## config.mk

```make
export PLATFORM = sky130hd
export DESIGN_NAME = power_window_motor_control_flat
export DESIGN_NICKNAME = d
export VERILOG_FILES = /design/src/hw/rtl/pwmc_pkg.sv /design/src/hw/rtl/pwmc_if.sv /design/src/hw/rtl/pwmc_cmp.sv /design/src/hw/rtl/pwmc_fsm.sv /design/src/hw/rtl/pwmc_outq.sv /design/src/hw/rtl/power_window_motor_control.sv /design/src/flat_wrapper.sv
export SDC_FILE = /design/constraint.sdc
export NUM_CORES = 2
export LEC_CHECK = 0
export ABC_CLOCK_PERIOD_IN_PS = 10800
export BUFFER_PORTS_ARGS = -buffer_cell sky130_fd_sc_hd__buf_2
export CORE_MARGIN = 2
export CORE_UTILIZATION = 59
export CTS_CLUSTER_DIAMETER = 60
export CTS_CLUSTER_SIZE = 20
export DETAILED_ROUTE_END_ITERATION = 12
export MAX_ROUTING_LAYER = met4
export PLACE_DENSITY = 0.75
export SYNTH_ARGS = -nofsm -noshare
export SYNTH_HDL_FRONTEND = slang
export SYNTH_SLANG_ARGS = --single-unit
```

## constraint.sdc

```tcl
create_clock -name clk_i -period 10.8 [get_ports clk_i]
set_input_delay 1.08 -clock clk_i [delete_from_list [all_inputs] [get_ports clk_i]]
set_output_delay 1.08 -clock clk_i [all_outputs]
set_load 0.02 [all_outputs]
```

## src/hw/rtl/pwmc_pkg.sv

```systemverilog
`timescale 1ns / 1ps
`default_nettype none

package pwmc_pkg;

  // Register reset values.
  localparam logic [15:0] PeriodRst  = 16'd1000;
  localparam logic [6:0]  FloorRst   = 7'd10;
  localparam logic [6:0]  CeilRst    = 7'd100;
  localparam logic [6:0]  OpenRst    = 7'd50;
  localparam logic [6:0]  CloseRst   = 7'd100;
  localparam logic [15:0] TimeoutRst = 16'd1000;

  // Duty is a percentage.
  localparam logic [6:0] FullDuty = 7'd100;

  // Division by 100 as a multiply by floor(2^23 / 100) and one correction step.
  localparam int unsigned RecipShift = 23;
  localparam logic [16:0] Recip      = 17'(((64'd1 << RecipShift)) / 64'd100);

  // Cycles the compare pipeline needs after a register write before its
  // outputs reflect the new settings.
  localparam int unsigned SettleCycles = 3;
  localparam int unsigned SettleW      = $clog2(SettleCycles + 1);

  typedef enum logic [2:0] {
    REG_PERIOD  = 3'd0,
    REG_FLOOR   = 3'd1,
    REG_CEIL    = 3'd2,
    REG_OPEN    = 3'd3,
    REG_CLOSE   = 3'd4,
    REG_TIMEOUT = 3'd5
  } pwmc_reg_e;

  typedef enum logic [2:0] {
    MODE_INIT         = 3'd0,
    MODE_IDLE         = 3'd1,
    MODE_OPENING      = 3'd2,
    MODE_OPENING_AUTO = 3'd3,
    MODE_CLOSING      = 3'd4,
    MODE_CLOSING_AUTO = 3'd5,
    MODE_STOP         = 3'd6,
    MODE_SLEEP        = 3'd7
  } pwmc_mode_e;

  // Settings the compare calculation depends on.
  typedef struct packed {
    logic [15:0] period;
    logic [6:0]  floor_pct;
    logic [6:0]  ceil_pct;
  } pwmc_cmp_cfg_t;

  // Switch levels of one control tick.
  typedef struct packed {
    logic down_sw;
    logic up_sw;
    logic auto_sw;
    logic sleep_req;
    logic wake_req;
  } pwmc_sw_t;

  // One result item.
  typedef struct packed {
    logic [2:0]  mode;
    logic [15:0] down_cmp;
    logic [15:0] up_cmp;
    logic        motor_en;
    logic        pwm_run;
  } pwmc_res_t;

endpackage

`default_nettype wire

```

## src/hw/rtl/pwmc_if.sv

```systemverilog
`timescale 1ns / 1ps
`default_nettype none

interface pwmc_in_if;
  logic valid;
  logic ready;
  logic down_switch;
  logic up_switch;
  logic auto_switch;
  logic sleep_request;
  logic wake_request;

  modport source (
    output valid, down_switch, up_switch, auto_switch, sleep_request, wake_request,
    input  ready
  );
  modport sink (
    input  valid, down_switch, up_switch, auto_switch, sleep_request, wake_request,
    output ready
  );
endinterface

interface pwmc_out_if;
  logic        valid;
  logic        ready;
  logic [2:0]  mode_code;
  logic [15:0] down_compare_out;
  logic [15:0] up_compare_out;
  logic        motor_enable_out;
  logic        pwm_running_out;

  modport source (
    output valid, mode_code, down_compare_out, up_compare_out, motor_enable_out,
           pwm_running_out,
    input  ready
  );
  modport sink (
    input  valid, mode_code, down_compare_out, up_compare_out, motor_enable_out,
           pwm_running_out,
    output ready
  );
endinterface

`default_nettype wire

```

## src/hw/rtl/pwmc_cmp.sv

```systemverilog
`timescale 1ns / 1ps
`default_nettype none

// Turns a duty percentage into a PWM compare value in three register stages.
module pwmc_cmp (
  input  wire logic                   clk_i,
  input  wire pwmc_pkg::pwmc_cmp_cfg_t cfg_i,
  input  wire logic [6:0]             duty_i,
  output logic [15:0]                 cmp_o
);

  logic [6:0]  duty_max;
  logic [6:0]  duty_clamp;
  logic [6:0]  factor;
  logic        use_period;

  logic [22:0] prod_q;
  logic        use_period1_q;
  logic [39:0] scaled_q;
  logic [22:0] prod2_q;
  logic        use_period2_q;

  logic [16:0] quot_est;
  logic [22:0] quot_times;
  logic [22:0] remainder;
  logic [16:0] quot;
  logic [15:0] cmp_d;
  logic [15:0] cmp_q;

  // Raise to the floor first, then cap at the ceiling, so the ceiling wins.
  always_comb begin
    duty_max   = (duty_i < cfg_i.floor_pct) ? cfg_i.floor_pct : duty_i;
    duty_clamp = (duty_max > cfg_i.ceil_pct) ? cfg_i.ceil_pct : duty_max;
    use_period = (duty_i == 7'd0) || (duty_clamp == 7'd0);
    factor     = (duty_clamp >= pwmc_pkg::FullDuty) ? 7'd0
                                                    : 7'(pwmc_pkg::FullDuty - duty_clamp);
  end

  always_ff @(posedge clk_i) begin
    prod_q        <= 23'(factor) * 23'(cfg_i.period);
    use_period1_q <= use_period;
    scaled_q      <= 40'(prod_q) * 40'(pwmc_pkg::Recip);
    prod2_q       <= prod_q;
    use_period2_q <= use_period1_q;
    cmp_q         <= cmp_d;
  end

  // The estimate is the true quotient or one below it.
  always_comb begin
    quot_est   = 17'(scaled_q >> pwmc_pkg::RecipShift);
    quot_times = (23'(quot_est) << 6) + (23'(quot_est) << 5) + (23'(quot_est) << 2);
    remainder  = prod2_q - quot_times;
    quot       = (remainder >= 23'd100) ? quot_est + 17'd1 : quot_est;
    if (use_period2_q || (quot > {1'b0, cfg_i.period})) begin
      cmp_d = cfg_i.period;
    end else begin
      cmp_d = quot[15:0];
    end
  end

  assign cmp_o = cmp_q;

endmodule

`default_nettype wire

```

## src/hw/rtl/pwmc_fsm.sv

```systemverilog
`timescale 1ns / 1ps
`default_nettype none

// Window mode machine and the state it owns. res_o is the state after the
// update that an accepted tick causes.
module pwmc_fsm (
  input  wire logic                clk_i,
  input  wire logic                rst_ni,
  input  wire logic                accept_i,
  input  wire pwmc_pkg::pwmc_sw_t  sw_i,
  input  wire logic [15:0]         brake_cmp_i,
  input  wire logic [15:0]         open_cmp_i,
  input  wire logic [15:0]         close_cmp_i,
  input  wire logic [15:0]         auto_timeout_i,
  output pwmc_pkg::pwmc_res_t      res_o
);

  pwmc_pkg::pwmc_mode_e mode_q, mode_d;
  logic [15:0] auto_cnt_q, auto_cnt_d;
  logic [15:0] down_cmp_q, down_cmp_d;
  logic [15:0] up_cmp_q, up_cmp_d;
  logic        motor_en_q, motor_en_d;
  logic        pwm_run_q, pwm_run_d;
  logic        opposite;

  always_ff @(posedge clk_i or negedge rst_ni) begin
    if (!rst_ni) begin
      mode_q     <= pwmc_pkg::MODE_INIT;
      auto_cnt_q <= '0;
      down_cmp_q <= '0;
      up_cmp_q   <= '0;
      motor_en_q <= 1'b0;
      pwm_run_q  <= 1'b0;
    end else if (accept_i) begin
      mode_q     <= mode_d;
      auto_cnt_q <= auto_cnt_d;
      down_cmp_q <= down_cmp_d;
      up_cmp_q   <= up_cmp_d;
      motor_en_q <= motor_en_d;
      pwm_run_q  <= pwm_run_d;
    end
  end

  always_comb begin
    mode_d     = mode_q;
    auto_cnt_d = auto_cnt_q;
    down_cmp_d = down_cmp_q;
    up_cmp_d   = up_cmp_q;
    motor_en_d = motor_en_q;
    pwm_run_d  = pwm_run_q;
    opposite   = (mode_q == pwmc_pkg::MODE_OPENING_AUTO) ? sw_i.up_sw : sw_i.down_sw;

    case (mode_q)
      pwmc_pkg::MODE_INIT: begin
        motor_en_d = 1'b1;
        pwm_run_d  = 1'b1;
        down_cmp_d = brake_cmp_i;
        up_cmp_d   = brake_cmp_i;
        mode_d     = pwmc_pkg::MODE_IDLE;
      end
      pwmc_pkg::MODE_IDLE: begin
        if (sw_i.sleep_req) begin
          motor_en_d = 1'b0;
          pwm_run_d  = 1'b0;
          mode_d     = pwmc_pkg::MODE_SLEEP;
        end else if (sw_i.down_sw && !sw_i.up_sw) begin
          down_cmp_d = open_cmp_i;
          up_cmp_d   = brake_cmp_i;
          if (sw_i.auto_sw) begin
            auto_cnt_d = auto_timeout_i;
            mode_d     = pwmc_pkg::MODE_OPENING_AUTO;
          end else begin
            mode_d = pwmc_pkg::MODE_OPENING;
          end
        end else if (sw_i.up_sw && !sw_i.down_sw) begin
          down_cmp_d = brake_cmp_i;
          up_cmp_d   = close_cmp_i;
          if (sw_i.auto_sw) begin
            auto_cnt_d = auto_timeout_i;
            mode_d     = pwmc_pkg::MODE_CLOSING_AUTO;
          end else begin
            mode_d = pwmc_pkg::MODE_CLOSING;
          end
        end
      end
      pwmc_pkg::MODE_OPENING: begin
        if (!sw_i.down_sw || sw_i.up_sw) begin
          down_cmp_d = brake_cmp_i;
          up_cmp_d   = brake_cmp_i;
          mode_d     = pwmc_pkg::MODE_STOP;
        end
      end
      pwmc_pkg::MODE_CLOSING: begin
        if (!sw_i.up_sw || sw_i.down_sw) begin
          down_cmp_d = brake_cmp_i;
          up_cmp_d   = brake_cmp_i;
          mode_d     = pwmc_pkg::MODE_STOP;
        end
      end
      pwmc_pkg::MODE_OPENING_AUTO, pwmc_pkg::MODE_CLOSING_AUTO: begin
        if ((auto_cnt_q == 16'd0) || !sw_i.auto_sw || opposite) begin
          auto_cnt_d = '0;
          down_cmp_d = brake_cmp_i;
          up_cmp_d   = brake_cmp_i;
          mode_d     = pwmc_pkg::MODE_STOP;
        end else begin
          auto_cnt_d = auto_cnt_q - 16'd1;
        end
      end
      pwmc_pkg::MODE_STOP: begin
        if (!sw_i.down_sw && !sw_i.up_sw) begin
          mode_d = pwmc_pkg::MODE_IDLE;
        end
      end
      pwmc_pkg::MODE_SLEEP: begin
        if (sw_i.wake_req) begin
          motor_en_d = 1'b1;
          pwm_run_d  = 1'b1;
          mode_d     = pwmc_pkg::MODE_IDLE;
        end
      end
      default: begin
        mode_d = mode_q;
      end
    endcase

    res_o.mode     = mode_d;
    res_o.down_cmp = down_cmp_d;
    res_o.up_cmp   = up_cmp_d;
    res_o.motor_en = motor_en_d;
    res_o.pwm_run  = pwm_run_d;
  end

  // The timeout counter is loaded only on entry to the automatic modes and is zero outside them.
  a_cnt_auto_only: assert property (@(posedge clk_i) disable iff (!rst_ni)
    (mode_q != pwmc_pkg::MODE_OPENING_AUTO && mode_q != pwmc_pkg::MODE_CLOSING_AUTO)
      |-> (auto_cnt_q == 16'd0))
    else $error("auto counter nonzero outside automatic modes");

  a_en_run_pair: assert property (@(posedge clk_i) disable iff (!rst_ni)
    motor_en_q == pwm_run_q)
    else $error("motor enable and PWM run flag disagree");

  a_sleep_en: assert property (@(posedge clk_i) disable iff (!rst_ni)
    (mode_q != pwmc_pkg::MODE_INIT) |-> (motor_en_q == (mode_q != pwmc_pkg::MODE_SLEEP)))
    else $error("motor enable does not follow sleep mode");

  a_auto_count_down: assert property (@(posedge clk_i) disable iff (!rst_ni)
    (accept_i && mode_q == pwmc_pkg::MODE_OPENING_AUTO && mode_d == mode_q)
      |=> (auto_cnt_q == $past(auto_cnt_q) - 16'd1))
    else $error("auto counter did not count down");

endmodule

`default_nettype wire

```

## src/hw/rtl/pwmc_outq.sv

```systemverilog
`timescale 1ns / 1ps
`default_nettype none

// Two-entry result queue between the mode machine and the output channel.
module pwmc_outq (
  input  wire logic               clk_i,
  input  wire logic               rst_ni,
  input  wire logic               push_i,
  input  wire pwmc_pkg::pwmc_res_t data_i,
  output logic                    full_o,
  output logic                    valid_o,
  input  wire logic               pop_i,
  output pwmc_pkg::pwmc_res_t     data_o
);

  pwmc_pkg::pwmc_res_t slot_q [2];
  logic       wr_ptr_q;
  logic       rd_ptr_q;
  logic [1:0] cnt_q;

  always_ff @(posedge clk_i) begin
    if (push_i) begin
      slot_q[wr_ptr_q] <= data_i;
    end
  end

  always_ff @(posedge clk_i or negedge rst_ni) begin
    if (!rst_ni) begin
      wr_ptr_q <= 1'b0;
      rd_ptr_q <= 1'b0;
      cnt_q    <= 2'd0;
    end else begin
      if (push_i) begin
        wr_ptr_q <= ~wr_ptr_q;
      end
      if (pop_i) begin
        rd_ptr_q <= ~rd_ptr_q;
      end
      cnt_q <= cnt_q + 2'(push_i) - 2'(pop_i);
    end
  end

  assign full_o  = (cnt_q == 2'd2);
  assign valid_o = (cnt_q != 2'd0);
  assign data_o  = slot_q[rd_ptr_q];

  a_cnt_bound: assert property (@(posedge clk_i) disable iff (!rst_ni)
    cnt_q != 2'd3)
    else $error("result queue overflow");

  a_ptr_cnt: assert property (@(posedge clk_i) disable iff (!rst_ni)
    (cnt_q == 2'd1) == (wr_ptr_q != rd_ptr_q))
    else $error("result queue pointers disagree with count");

  a_no_push_full: assert property (@(posedge clk_i) disable iff (!rst_ni)
    full_o |-> !push_i)
    else $error("push into full result queue");

endmodule

`default_nettype wire

```

## src/hw/rtl/power_window_motor_control.sv

```systemverilog
`timescale 1ns / 1ps
`default_nettype none

// Channel   Direction  Transaction carries
// in_i      sink       one control tick: down, up, auto, sleep and wake levels
// out_o     source     mode, down and up compare, motor enable, PWM running
// cfg_*     write      register index and data, no handshake, no read-back
//
// One tick is taken per clock cycle while in_i.ready is high; its result can
// leave on the next cycle. The mode machine computes its result combinationally;
// compare values come from a three-stage pipeline fed by the registers, so
// in_i.ready stays low after reset and after every register write while that
// pipeline refills. A two-entry result queue lets ticks keep arriving while
// out_o is stalled; otherwise in_i.ready drops only when both entries are held.
// Reset is asynchronous and active low and puts the registers at their defaults.
module power_window_motor_control (
  input  wire logic        clk_i,
  input  wire logic        rst_ni,
  pwmc_in_if.sink          in_i,
  pwmc_out_if.source       out_o,
  input  wire logic        cfg_we_i,
  input  wire logic [2:0]  cfg_idx_i,
  input  wire logic [15:0] cfg_wdata_i
);

  // Configuration registers.
  logic [15:0] period_q;
  logic [6:0]  floor_q;
  logic [6:0]  ceil_q;
  logic [6:0]  open_duty_q;
  logic [6:0]  close_duty_q;
  logic [15:0] timeout_q;

  // Holds off transactions until the compare pipeline reflects the registers.
  logic [pwmc_pkg::SettleW-1:0] settle_q;

  pwmc_pkg::pwmc_cmp_cfg_t cmp_cfg;
  pwmc_pkg::pwmc_sw_t      sw;
  pwmc_pkg::pwmc_res_t     res_next;
  pwmc_pkg::pwmc_res_t     res_head;
  logic [15:0]             open_cmp;
  logic [15:0]             close_cmp;
  logic                    q_full;
  logic                    q_valid;
  logic                    in_accept;
  logic                    out_accept;

  always_ff @(posedge clk_i or negedge rst_ni) begin
    if (!rst_ni) begin
      period_q     <= pwmc_pkg::PeriodRst;
      floor_q      <= pwmc_pkg::FloorRst;
      ceil_q       <= pwmc_pkg::CeilRst;
      open_duty_q  <= pwmc_pkg::OpenRst;
      close_duty_q <= pwmc_pkg::CloseRst;
      timeout_q    <= pwmc_pkg::TimeoutRst;
    end else if (cfg_we_i) begin
      case (cfg_idx_i)
        pwmc_pkg::REG_PERIOD:  period_q     <= cfg_wdata_i;
        pwmc_pkg::REG_FLOOR:   floor_q      <= cfg_wdata_i[6:0];
        pwmc_pkg::REG_CEIL:    ceil_q       <= cfg_wdata_i[6:0];
        pwmc_pkg::REG_OPEN:    open_duty_q  <= cfg_wdata_i[6:0];
        pwmc_pkg::REG_CLOSE:   close_duty_q <= cfg_wdata_i[6:0];
        pwmc_pkg::REG_TIMEOUT: timeout_q    <= cfg_wdata_i;
        default: begin
        end
      endcase
    end
  end

  always_ff @(posedge clk_i or negedge rst_ni) begin
    if (!rst_ni) begin
      settle_q <= pwmc_pkg::SettleW'(pwmc_pkg::SettleCycles);
    end else if (cfg_we_i) begin
      settle_q <= pwmc_pkg::SettleW'(pwmc_pkg::SettleCycles);
    end else if (settle_q != '0) begin
      settle_q <= settle_q - 1'b1;
    end
  end

  assign cmp_cfg.period    = period_q;
  assign cmp_cfg.floor_pct = floor_q;
  assign cmp_cfg.ceil_pct  = ceil_q;

  // Both movement compares are kept ready; brake is the period itself.
  pwmc_cmp u_cmp_open (
    .clk_i  (clk_i),
    .cfg_i  (cmp_cfg),
    .duty_i (open_duty_q),
    .cmp_o  (open_cmp)
  );

  pwmc_cmp u_cmp_close (
    .clk_i  (clk_i),
    .cfg_i  (cmp_cfg),
    .duty_i (close_duty_q),
    .cmp_o  (close_cmp)
  );

  assign in_i.ready = !q_full && (settle_q == '0);
  assign in_accept  = in_i.valid && in_i.ready;

  assign sw.down_sw   = in_i.down_switch;
  assign sw.up_sw     = in_i.up_switch;
  assign sw.auto_sw   = in_i.auto_switch;
  assign sw.sleep_req = in_i.sleep_request;
  assign sw.wake_req  = in_i.wake_request;

  pwmc_fsm u_fsm (
    .clk_i          (clk_i),
    .rst_ni         (rst_ni),
    .accept_i       (in_accept),
    .sw_i           (sw),
    .brake_cmp_i    (period_q),
    .open_cmp_i     (open_cmp),
    .close_cmp_i    (close_cmp),
    .auto_timeout_i (timeout_q),
    .res_o          (res_next)
  );

  assign out_accept = q_valid && out_o.ready;

  pwmc_outq u_outq (
    .clk_i   (clk_i),
    .rst_ni  (rst_ni),
    .push_i  (in_accept),
    .data_i  (res_next),
    .full_o  (q_full),
    .valid_o (q_valid),
    .pop_i   (out_accept),
    .data_o  (res_head)
  );

  assign out_o.valid            = q_valid;
  assign out_o.mode_code        = res_head.mode;
  assign out_o.down_compare_out = res_head.down_cmp;
  assign out_o.up_compare_out   = res_head.up_cmp;
  assign out_o.motor_enable_out = res_head.motor_en;
  assign out_o.pwm_running_out  = res_head.pwm_run;

  // No transaction may be taken while the compare pipeline refills.
  a_settle_block: assert property (@(posedge clk_i) disable iff (!rst_ni)
    (settle_q != '0) |-> !in_accept)
    else $error("input taken while compare pipeline settles");

  a_write_blocks: assert property (@(posedge clk_i) disable iff (!rst_ni)
    cfg_we_i |=> !in_i.ready)
    else $error("input ready right after a register write");

  a_out_follows_in: assert property (@(posedge clk_i) disable iff (!rst_ni)
    (in_accept && !q_valid) |=> out_o.valid)
    else $error("result missing after accepted tick");

endmodule

`default_nettype wire
```

## src/flat_wrapper.sv

```systemverilog
// flat-port wrapper written by rule: the top's interface ports become plain ports
module power_window_motor_control_flat 
  (clk_i, rst_ni, cfg_we_i, cfg_idx_i, cfg_wdata_i, in_i_valid, in_i_down_switch, in_i_up_switch, in_i_auto_switch, in_i_sleep_request, in_i_wake_request, in_i_ready, out_o_valid, out_o_mode_code, out_o_down_compare_out, out_o_up_compare_out, out_o_motor_enable_out, out_o_pwm_running_out, out_o_ready);
  pwmc_in_if in_i_i ();
  pwmc_out_if out_o_i ();
  input  wire logic clk_i;
  input  wire logic rst_ni;
  input  wire logic cfg_we_i;
  input  wire logic [2:0] cfg_idx_i;
  input  wire logic [15:0] cfg_wdata_i;
  input wire logic [$bits(in_i_i.valid)-1:0] in_i_valid;
  input wire logic [$bits(in_i_i.down_switch)-1:0] in_i_down_switch;
  input wire logic [$bits(in_i_i.up_switch)-1:0] in_i_up_switch;
  input wire logic [$bits(in_i_i.auto_switch)-1:0] in_i_auto_switch;
  input wire logic [$bits(in_i_i.sleep_request)-1:0] in_i_sleep_request;
  input wire logic [$bits(in_i_i.wake_request)-1:0] in_i_wake_request;
  output wire logic [$bits(in_i_i.ready)-1:0] in_i_ready;
  output wire logic [$bits(out_o_i.valid)-1:0] out_o_valid;
  output wire logic [$bits(out_o_i.mode_code)-1:0] out_o_mode_code;
  output wire logic [$bits(out_o_i.down_compare_out)-1:0] out_o_down_compare_out;
  output wire logic [$bits(out_o_i.up_compare_out)-1:0] out_o_up_compare_out;
  output wire logic [$bits(out_o_i.motor_enable_out)-1:0] out_o_motor_enable_out;
  output wire logic [$bits(out_o_i.pwm_running_out)-1:0] out_o_pwm_running_out;
  input wire logic [$bits(out_o_i.ready)-1:0] out_o_ready;
  assign in_i_i.valid = in_i_valid;
  assign in_i_i.down_switch = in_i_down_switch;
  assign in_i_i.up_switch = in_i_up_switch;
  assign in_i_i.auto_switch = in_i_auto_switch;
  assign in_i_i.sleep_request = in_i_sleep_request;
  assign in_i_i.wake_request = in_i_wake_request;
  assign in_i_ready = in_i_i.ready;
  assign out_o_valid = out_o_i.valid;
  assign out_o_mode_code = out_o_i.mode_code;
  assign out_o_down_compare_out = out_o_i.down_compare_out;
  assign out_o_up_compare_out = out_o_i.up_compare_out;
  assign out_o_motor_enable_out = out_o_i.motor_enable_out;
  assign out_o_pwm_running_out = out_o_i.pwm_running_out;
  assign out_o_i.ready = out_o_ready;
  power_window_motor_control u_core (.clk_i(clk_i), .rst_ni(rst_ni), .in_i(in_i_i), .out_o(out_o_i), .cfg_we_i(cfg_we_i), .cfg_idx_i(cfg_idx_i), .cfg_wdata_i(cfg_wdata_i));
endmodule
```

=== Yosys cells after proc, flatten, opt, wreduce, memory -nomap -nowiden ===
Memories as Yosys holds them, arrays and structs flattened.
Index checks and enable logic that the tools add are counted.

* Output and inout bits: 39
* Register bits: 325
* Memory bits (writable): 74
* Memories: 1
* Logic and storage cells: 164
* Bits of input ports: 29

* Muxes and demuxes: 52
* $lt $le $gt $ge: 10
* Equal/unequal tests: 15
* Reduce and logical (&&, ||, !) cells: 38
* Multiply operators: 4
* Bitwise logic cells: 2
* Add/subtract/negate cells: 14

{| class="wikitable"
|+ Memories
! memory !! depth !! width !! rd ports !! clocked after memory_dff !! wr ports !! line !! RTL
|-
| u_core.u_outq.slot_q || 2 || 37 || 1 || 0 || 1 || pwmc_outq.sv:16 || <nowiki>pwmc_pkg::pwmc_res_t slot_q [2];</nowiki>
|}

{| class="wikitable"
|+ Operators by type and width
! cell !! count
|-
| $mux W16 || 19
|-
| $pmux W16 S5 || 2
|-
| $mul A23 B16 Y39 const B || 2
|-
| $add A23 B19 Y23 || 2
|-
| $add A23 B22 Y23 || 2
|-
| $ge A23 B7 Y1 const B || 2
|-
| $mul A7 B16 Y23 || 2
|-
| $sub A23 B23 Y23 || 2
|-
| $mux W7 || 6
|-
| $add A17 B1 Y17 const B || 2
|-
| $gt A17 B16 Y1 || 2
|-
| $mux W17 || 2
|-
| $pmux W16 S2 || 1
|-
| $logic_not A7 Y1 || 4
|-
| $mux W3 || 8
|-
| $pmux W3 S7 || 1
|-
| $eq A3 B3 Y1 const B || 6
|-
| $logic_not A16 Y1 || 1
|-
| $sub A16 B1 Y16 const B || 1
|-
| $ge A7 B7 Y1 const B || 2
|-
| $gt A7 B7 Y1 || 2
|-
| $lt A7 B7 Y1 || 2
|-
| $sub A7 B7 Y7 const A || 2
|-
| $eq A3 B2 Y1 const B || 4
|-
| other kinds (20) || 56
|}

=== Depth between registers and ports, before layout ===
* Word-level depth: 8
* Mapped depth: 47

=== By module ===
A second synthesis with hierarchy kept.

* Cell total of the unflattened synthesis: 4187
* Area, all modules: 42319.3 µm²

{| class="wikitable"
|+ Modules (own cells, without submodules)
! module !! area each (µm²) !! cells an instance !! seq. area each (µm²) !! instances
|-
| pwmc_cmp (u_core.u_cmp_close) || 15765.1 || 1580 || 1581.5 || 1
|-
| pwmc_cmp (u_core.u_cmp_open) || 15362.2 || 1571 || 1581.5 || 1
|-
| pwmc_fsm || 5783.0 || 760 || 1326.3 || 1
|-
| pwmc_outq || 2951.6 || 130 || 2322.2 || 1
|-
| power_window_motor_control || 2457.4 || 146 || 1582.8 || 1
|}

=== Worst setup path after synthesis ===
Ideal clock, no wire load.

* Path type: register -> register
* From: reg u_core.floor_q[1]
* To: reg u_core.u_cmp_close.prod_q[22]
* Stages on the path, launching flop included: 45
* Slack: 0.939 ns
* Clock period less this slack: 9.861 ns
* Arrival: 9.789 ns
* Data required time: 10.728 ns
* Cells stage by stage: dfstp_2 inv_1 ha_1 a21o_1 a21o_1 a21o_1 a211o_1 a21oi_4 mux2_2 ha_1 a21o_1 a21o_1 a21oi_1 a21bo_2 clkbuf_1 nand2_1 a211oi_1 a221oi_2 (+9 left out) nor2_1 fa_1 fa_1 fa_1 inv_1 fa_1 inv_1 ha_1 a21oi_1 o21ai_0 a31oi_1 o21ai_0 o41a_1 a41o_1 o41ai_1 o21bai_1 a21oi_1 xnor2_1

* Word-level cells in the longest chain between the ends: 7
* Elaborated cells between the ends (all ways): 8

{| class="wikitable"
|+ Ends and longest elaborated chain
! item !! line !! RTL
|-
| start, declared || power_window_motor_control.sv:28 || <nowiki>logic [6:0] floor_q;</nowiki>
|-
| start signal, assigned || power_window_motor_control.sv:51 || <nowiki>floor_q <= pwmc_pkg::FloorRst;</nowiki>
|-
| start signal, assigned || power_window_motor_control.sv:59 || <nowiki>pwmc_pkg::REG_FLOOR: floor_q <= cfg_wdata_i[6:0];</nowiki>
|-
| $lt A7 B7 Y1 || pwmc_cmp.sv:32 || <nowiki>duty_max = (duty_i < cfg_i.floor_pct) ? cfg_i.floor_pct : duty_i;</nowiki>
|-
| $mux W7 * || pwmc_cmp.sv:32 ||
|-
| $gt A7 B7 Y1 || pwmc_cmp.sv:33 || <nowiki>duty_clamp = (duty_max > cfg_i.ceil_pct) ? cfg_i.ceil_pct : duty_max;</nowiki>
|-
| $mux W7 * || pwmc_cmp.sv:33 ||
|-
| $sub A7 B7 Y7 or $ge A7 B7 Y1 (tied branches) || pwmc_cmp.sv:36, pwmc_cmp.sv:35 ||
|-
| $mux W7 * || pwmc_cmp.sv:35 || <nowiki>factor = (duty_clamp >= pwmc_pkg::FullDuty) ? 7'd0</nowiki>
|-
| $mul A7 B16 Y23 * || pwmc_cmp.sv:40 || <nowiki>prod_q <= 23'(factor) * 23'(cfg_i.period);</nowiki>
|-
| end signal, assigned || pwmc_cmp.sv:40 ||
|-
| end, declared || pwmc_cmp.sv:17 || <nowiki>logic [22:0] prod_q;</nowiki>
|}

Mark *: on every way between the ends. The rest lies on a longest branch, timed or not.
A chain may end at the register's enable or synchronous reset.

=== Worst setup path after layout ===
Ends and elaborated chain as after synthesis.

==> flow_summary.yaml <==
grt:
  grt_max_degree: 70
  antenna_found_initial: 2
  use_met1_pct: 39.94
  grtUsageMet2_pct: 43.96
  use_met3_pct: 4.122
  grt_usage_pct: 28.54
  grt_pass1_vias: 29220
  grt_pass1_wl_um: 155600
  grt-ovfl-total: 0
  top_usage_layer: "met2"
synth:
  ys_warn_count: 0
  ys_types: 95
  synth_edf_count: 74
  yosys-top-cells-area: "fa_1 25%, ha_1 18%, dfxtp_1 7.8%"
  synth_ff_type: "dfxtp_1"
  synthCells: 4077
  synth_seq_cells: 351
  syn_area_per_cell_um2: 9.921
  synthesis.nets: 5185
  synth_top_area_cell: "fa_1"
  synth-async-reset-ratio_pct: 33.90
  synth_area_mm2: 0.04045
  seq_area_frac_synth_pct: 20.75
  yosysTopAreaCellShare_pct: 25.04
clock_tree:
  cts_root_buf: "clkbuf_16"
  clkLatencyLatePin_ns: 0.62
  clk_pin_slew_ns: 0.08
  hold_buffers: 0
  cts_sinks: 351
  cts_tree: "yes"
  numCtsBuffers: 29
  clk_path_buf_depth: 3
  htreeDepth: 1
critical_path:
  rr_startpoint: "u_core.floor_q[1]$_DFFE_PN1P_"
  slowest_delay_ns: 0.55
  crit_family: "compound AO/OA/AOI/OAI gates"
  reg2reg_to: "u_core.u_cmp_close.prod_q[22]$_DFF_P_"
  reg2reg_slack_ns: 0.53
  cp_max_fo: 11
  r2r_cells: 43
  crit_arrival_ns: 10.81
  path_buf_inv: 5
  cp-end-kind: "flip-flop"
  crit_required_ns: 11.34
  startpoint_type: "flip-flop"
  worstSetupPathType: "flip-flop to flip-flop"
  slowest_stage: "dfstp_2"
finish:
  drive_gt1_share_pct: 9.281
  final_cell_mix: "693 x inv_1, 573 x ha_1, 506 x fa_1"
  synthToLayoutAreaGrowth_pct: 5.769
  nets: 5190
  fillers: 5388
  final_common_cell: "inv_1"
floorplanning:
  start_util_pct: 59.91
  die_w_um: 265.8
  rows: 95
  ioPinCount: 68
  die_area_mm2: 0.07067
  die_h_um: 265.8
  core_mm2: 0.06751
drt:
  vias: 28930
  dr.first_iter.drc_count: 2311
  drt_pre_antenna_iters: 6
  drt-total-wl_um: 95520
  ant_nets: 0
  remaining_drc_errors: 0
  vias_per_cell: 5.805
  drt-wirelength-per-cell_um: 19.17
sta:
  min_period_over_period_pct: 95.06
  slew_violations: 0
  period_minus_slack_ns: 10.27
  hold_slack_ns: 0.3293
  achievable-frequency_ghz: 0.09740
  worst_pin_slew_ns: 1.025
  slew_headroom_pct: 31.53
  skew_ns: 0.02391
  setup_tns_ns: 0
  setup_viol: 0
  finalHoldViolCount: 0
worst_hold_path:
  hold_path_class: "flip-flop to flip-flop"
  min_from: "u_core.u_cmp_close.use_period1_q$_DFF_P_"
  whs_endpoint: "u_core.u_cmp_close.use_period2_q$_DFF_P_"
  hold_depth: 0
run:
  maxCapViolCount: 0
outcome:
  status: "completed"
place:
  place_hpwl_um: 75950
  place_congestion: 0.9469
  portBuffers: 67
[flip-flops by register name, summed over array words and instances, names as in the netlist, 2 cells and up]
signal	count
u_core.open_duty_q	7
u_core.u_cmp_close.prod_q	23
u_core.floor_q	7
u_core.u_cmp_close.prod2_q	21
u_core.u_cmp_open.cmp_o	16
u_core.u_fsm.down_cmp_q	16
u_core.u_fsm.mode_q	3
u_core.u_cmp_open.scaled_q	17
u_core.period_q	16
u_core.ceil_q	7
u_core.u_cmp_close.cmp_o	16
u_core.u_cmp_open.prod2_q	21
u_core.settle_q	2
u_core.u_fsm.auto_cnt_q	16
u_core.close_duty_q	7
u_core.u_cmp_open.prod_q	23
u_core.timeout_q	16
u_core.u_outq.slot_q	74
u_core.u_fsm.up_cmp_q	16
u_core.u_cmp_close.scaled_q	17
u_core.u_outq.cnt_q	2
[layout make-up]
cell class                      instances  area [um2]  share of cell area (%)
Timing Repair Buffer                  109       653.1                   1.527
Clock inverter                         19       234.0                  0.5469
Sequential cell                       351        8394                   19.62
Inverter                              692        2597                   6.071
Antenna cell                            5       12.51                 0.02925
Multi-Input combinational cell       2899       29040                   67.88
Clock buffer                           35       758.2                   1.772
Tap cell                              873        1092                   2.553
[stage by stage]
step | util, % | setup slack, ns | std cells | area, um2
6_report | 63.37 | 0.5333 | 4983 | 42780
2_1_floorplan | - | 0.9389 | 4077 | 40450
3_5_place_dp | 61.67 | 0.2712 | 4919 | 41630
5_1_grt | 63.35 | -0.08721 | 4979 | 42770
4_1_cts | 63.14 | 0.2071 | 4973 | 42630
3_3_place_gp | 61.67 | 0.4973 | 4919 | 41630
[synth_stat cells, drive strengths merged, types with 7 or more instances]
| cell | count |
|---|---|
| a32oi | 9 |
| a21o | 43 |
| a211o | 7 |
| xnor2 | 103 |
| dfxtp | 158 |
| o211ai | 16 |
| a22oi | 7 |
| mux2i | 20 |
| mux2 | 147 |
| xor2 | 28 |
| nor3 | 49 |
| and2 | 143 |
| nand3 | 42 |
| edfxtp | 74 |
| o31a | 20 |
| nor2b | 39 |
| dfrtp | 94 |
| and3 | 10 |
| o21bai | 10 |
| nand2b | 29 |
| ha | 573 |
| nor2 | 210 |
| dfstp | 25 |
| buf | 30 |
| a211oi | 55 |
| o21ai | 174 |
| fa | 506 |
| a21oi | 242 |
| clkbuf | 105 |
| nand3b | 7 |
| o21a | 23 |
| nor4 | 13 |
| a31oi | 28 |
| inv | 692 |
| a21boi | 7 |
| nand2 | 213 |
| nand4 | 24 |
[per-layer routing]
| metal | up-vias | part of all wire (%) | wire length (um) |
|---|---|---|---|
| met3 | 182 | 7.1 | 6813 |
| met4 | 0 | 2.9 | 2768 |
| met2 | 944 | 45 | 43090 |
| met1 | 14220 | 45 | 42850 |
| met5 | - | 0 | 0 |
| li1 | 13580 | - | - |
[logic make-up (layout without fill, tap and decap cells)]
group | after synthesis | in the layout | share of synthesized area, %
simple gates | 808 | 808 | 9.753
buf+inv | 827 | 855 | 7.814
fa+ha+maj | 1080 | 1080 | 42.79
other cells | 0 | 5 | 0
flops | 351 | 351 | 20.75
mux | 167 | 167 | 4.791
xor+xnor | 131 | 131 | 2.837
compound gates | 713 | 713 | 11.26
[worst max path at each step]
stage          slack (ns)                     startpoint  cells after the start                               endpoint
2_1_floorplan        0.94  u_core.floor_q[1]$_DFFE_PN1P_                     44  u_core.u_cmp_close.prod_q[22]$_DFF_P_
3_3_place_gp         0.50  u_core.floor_q[1]$_DFFE_PN1P_                     41  u_core.u_cmp_close.prod_q[22]$_DFF_P_
3_5_place_dp         0.27  u_core.floor_q[1]$_DFFE_PN1P_                     41  u_core.u_cmp_close.prod_q[22]$_DFF_P_
4_1_cts              0.21  u_core.floor_q[1]$_DFFE_PN1P_                     41  u_core.u_cmp_close.prod_q[22]$_DFF_P_
5_1_grt             -0.09  u_core.floor_q[1]$_DFFE_PN1P_                     43  u_core.u_cmp_close.prod_q[22]$_DFF_P_
6_report             0.53  u_core.floor_q[1]$_DFFE_PN1P_                     43  u_core.u_cmp_close.prod_q[22]$_DFF_P_
[what timing repair did]
action / CTS / global route
setup buffers: 0 / 5
gates resized for setup: 0 / 16
setup endpoints to repair: 0 / 8
Power is left out: the tool's default activity adds up to more than one toggle a clock period on the data nets, which glitch-free logic cannot reach.
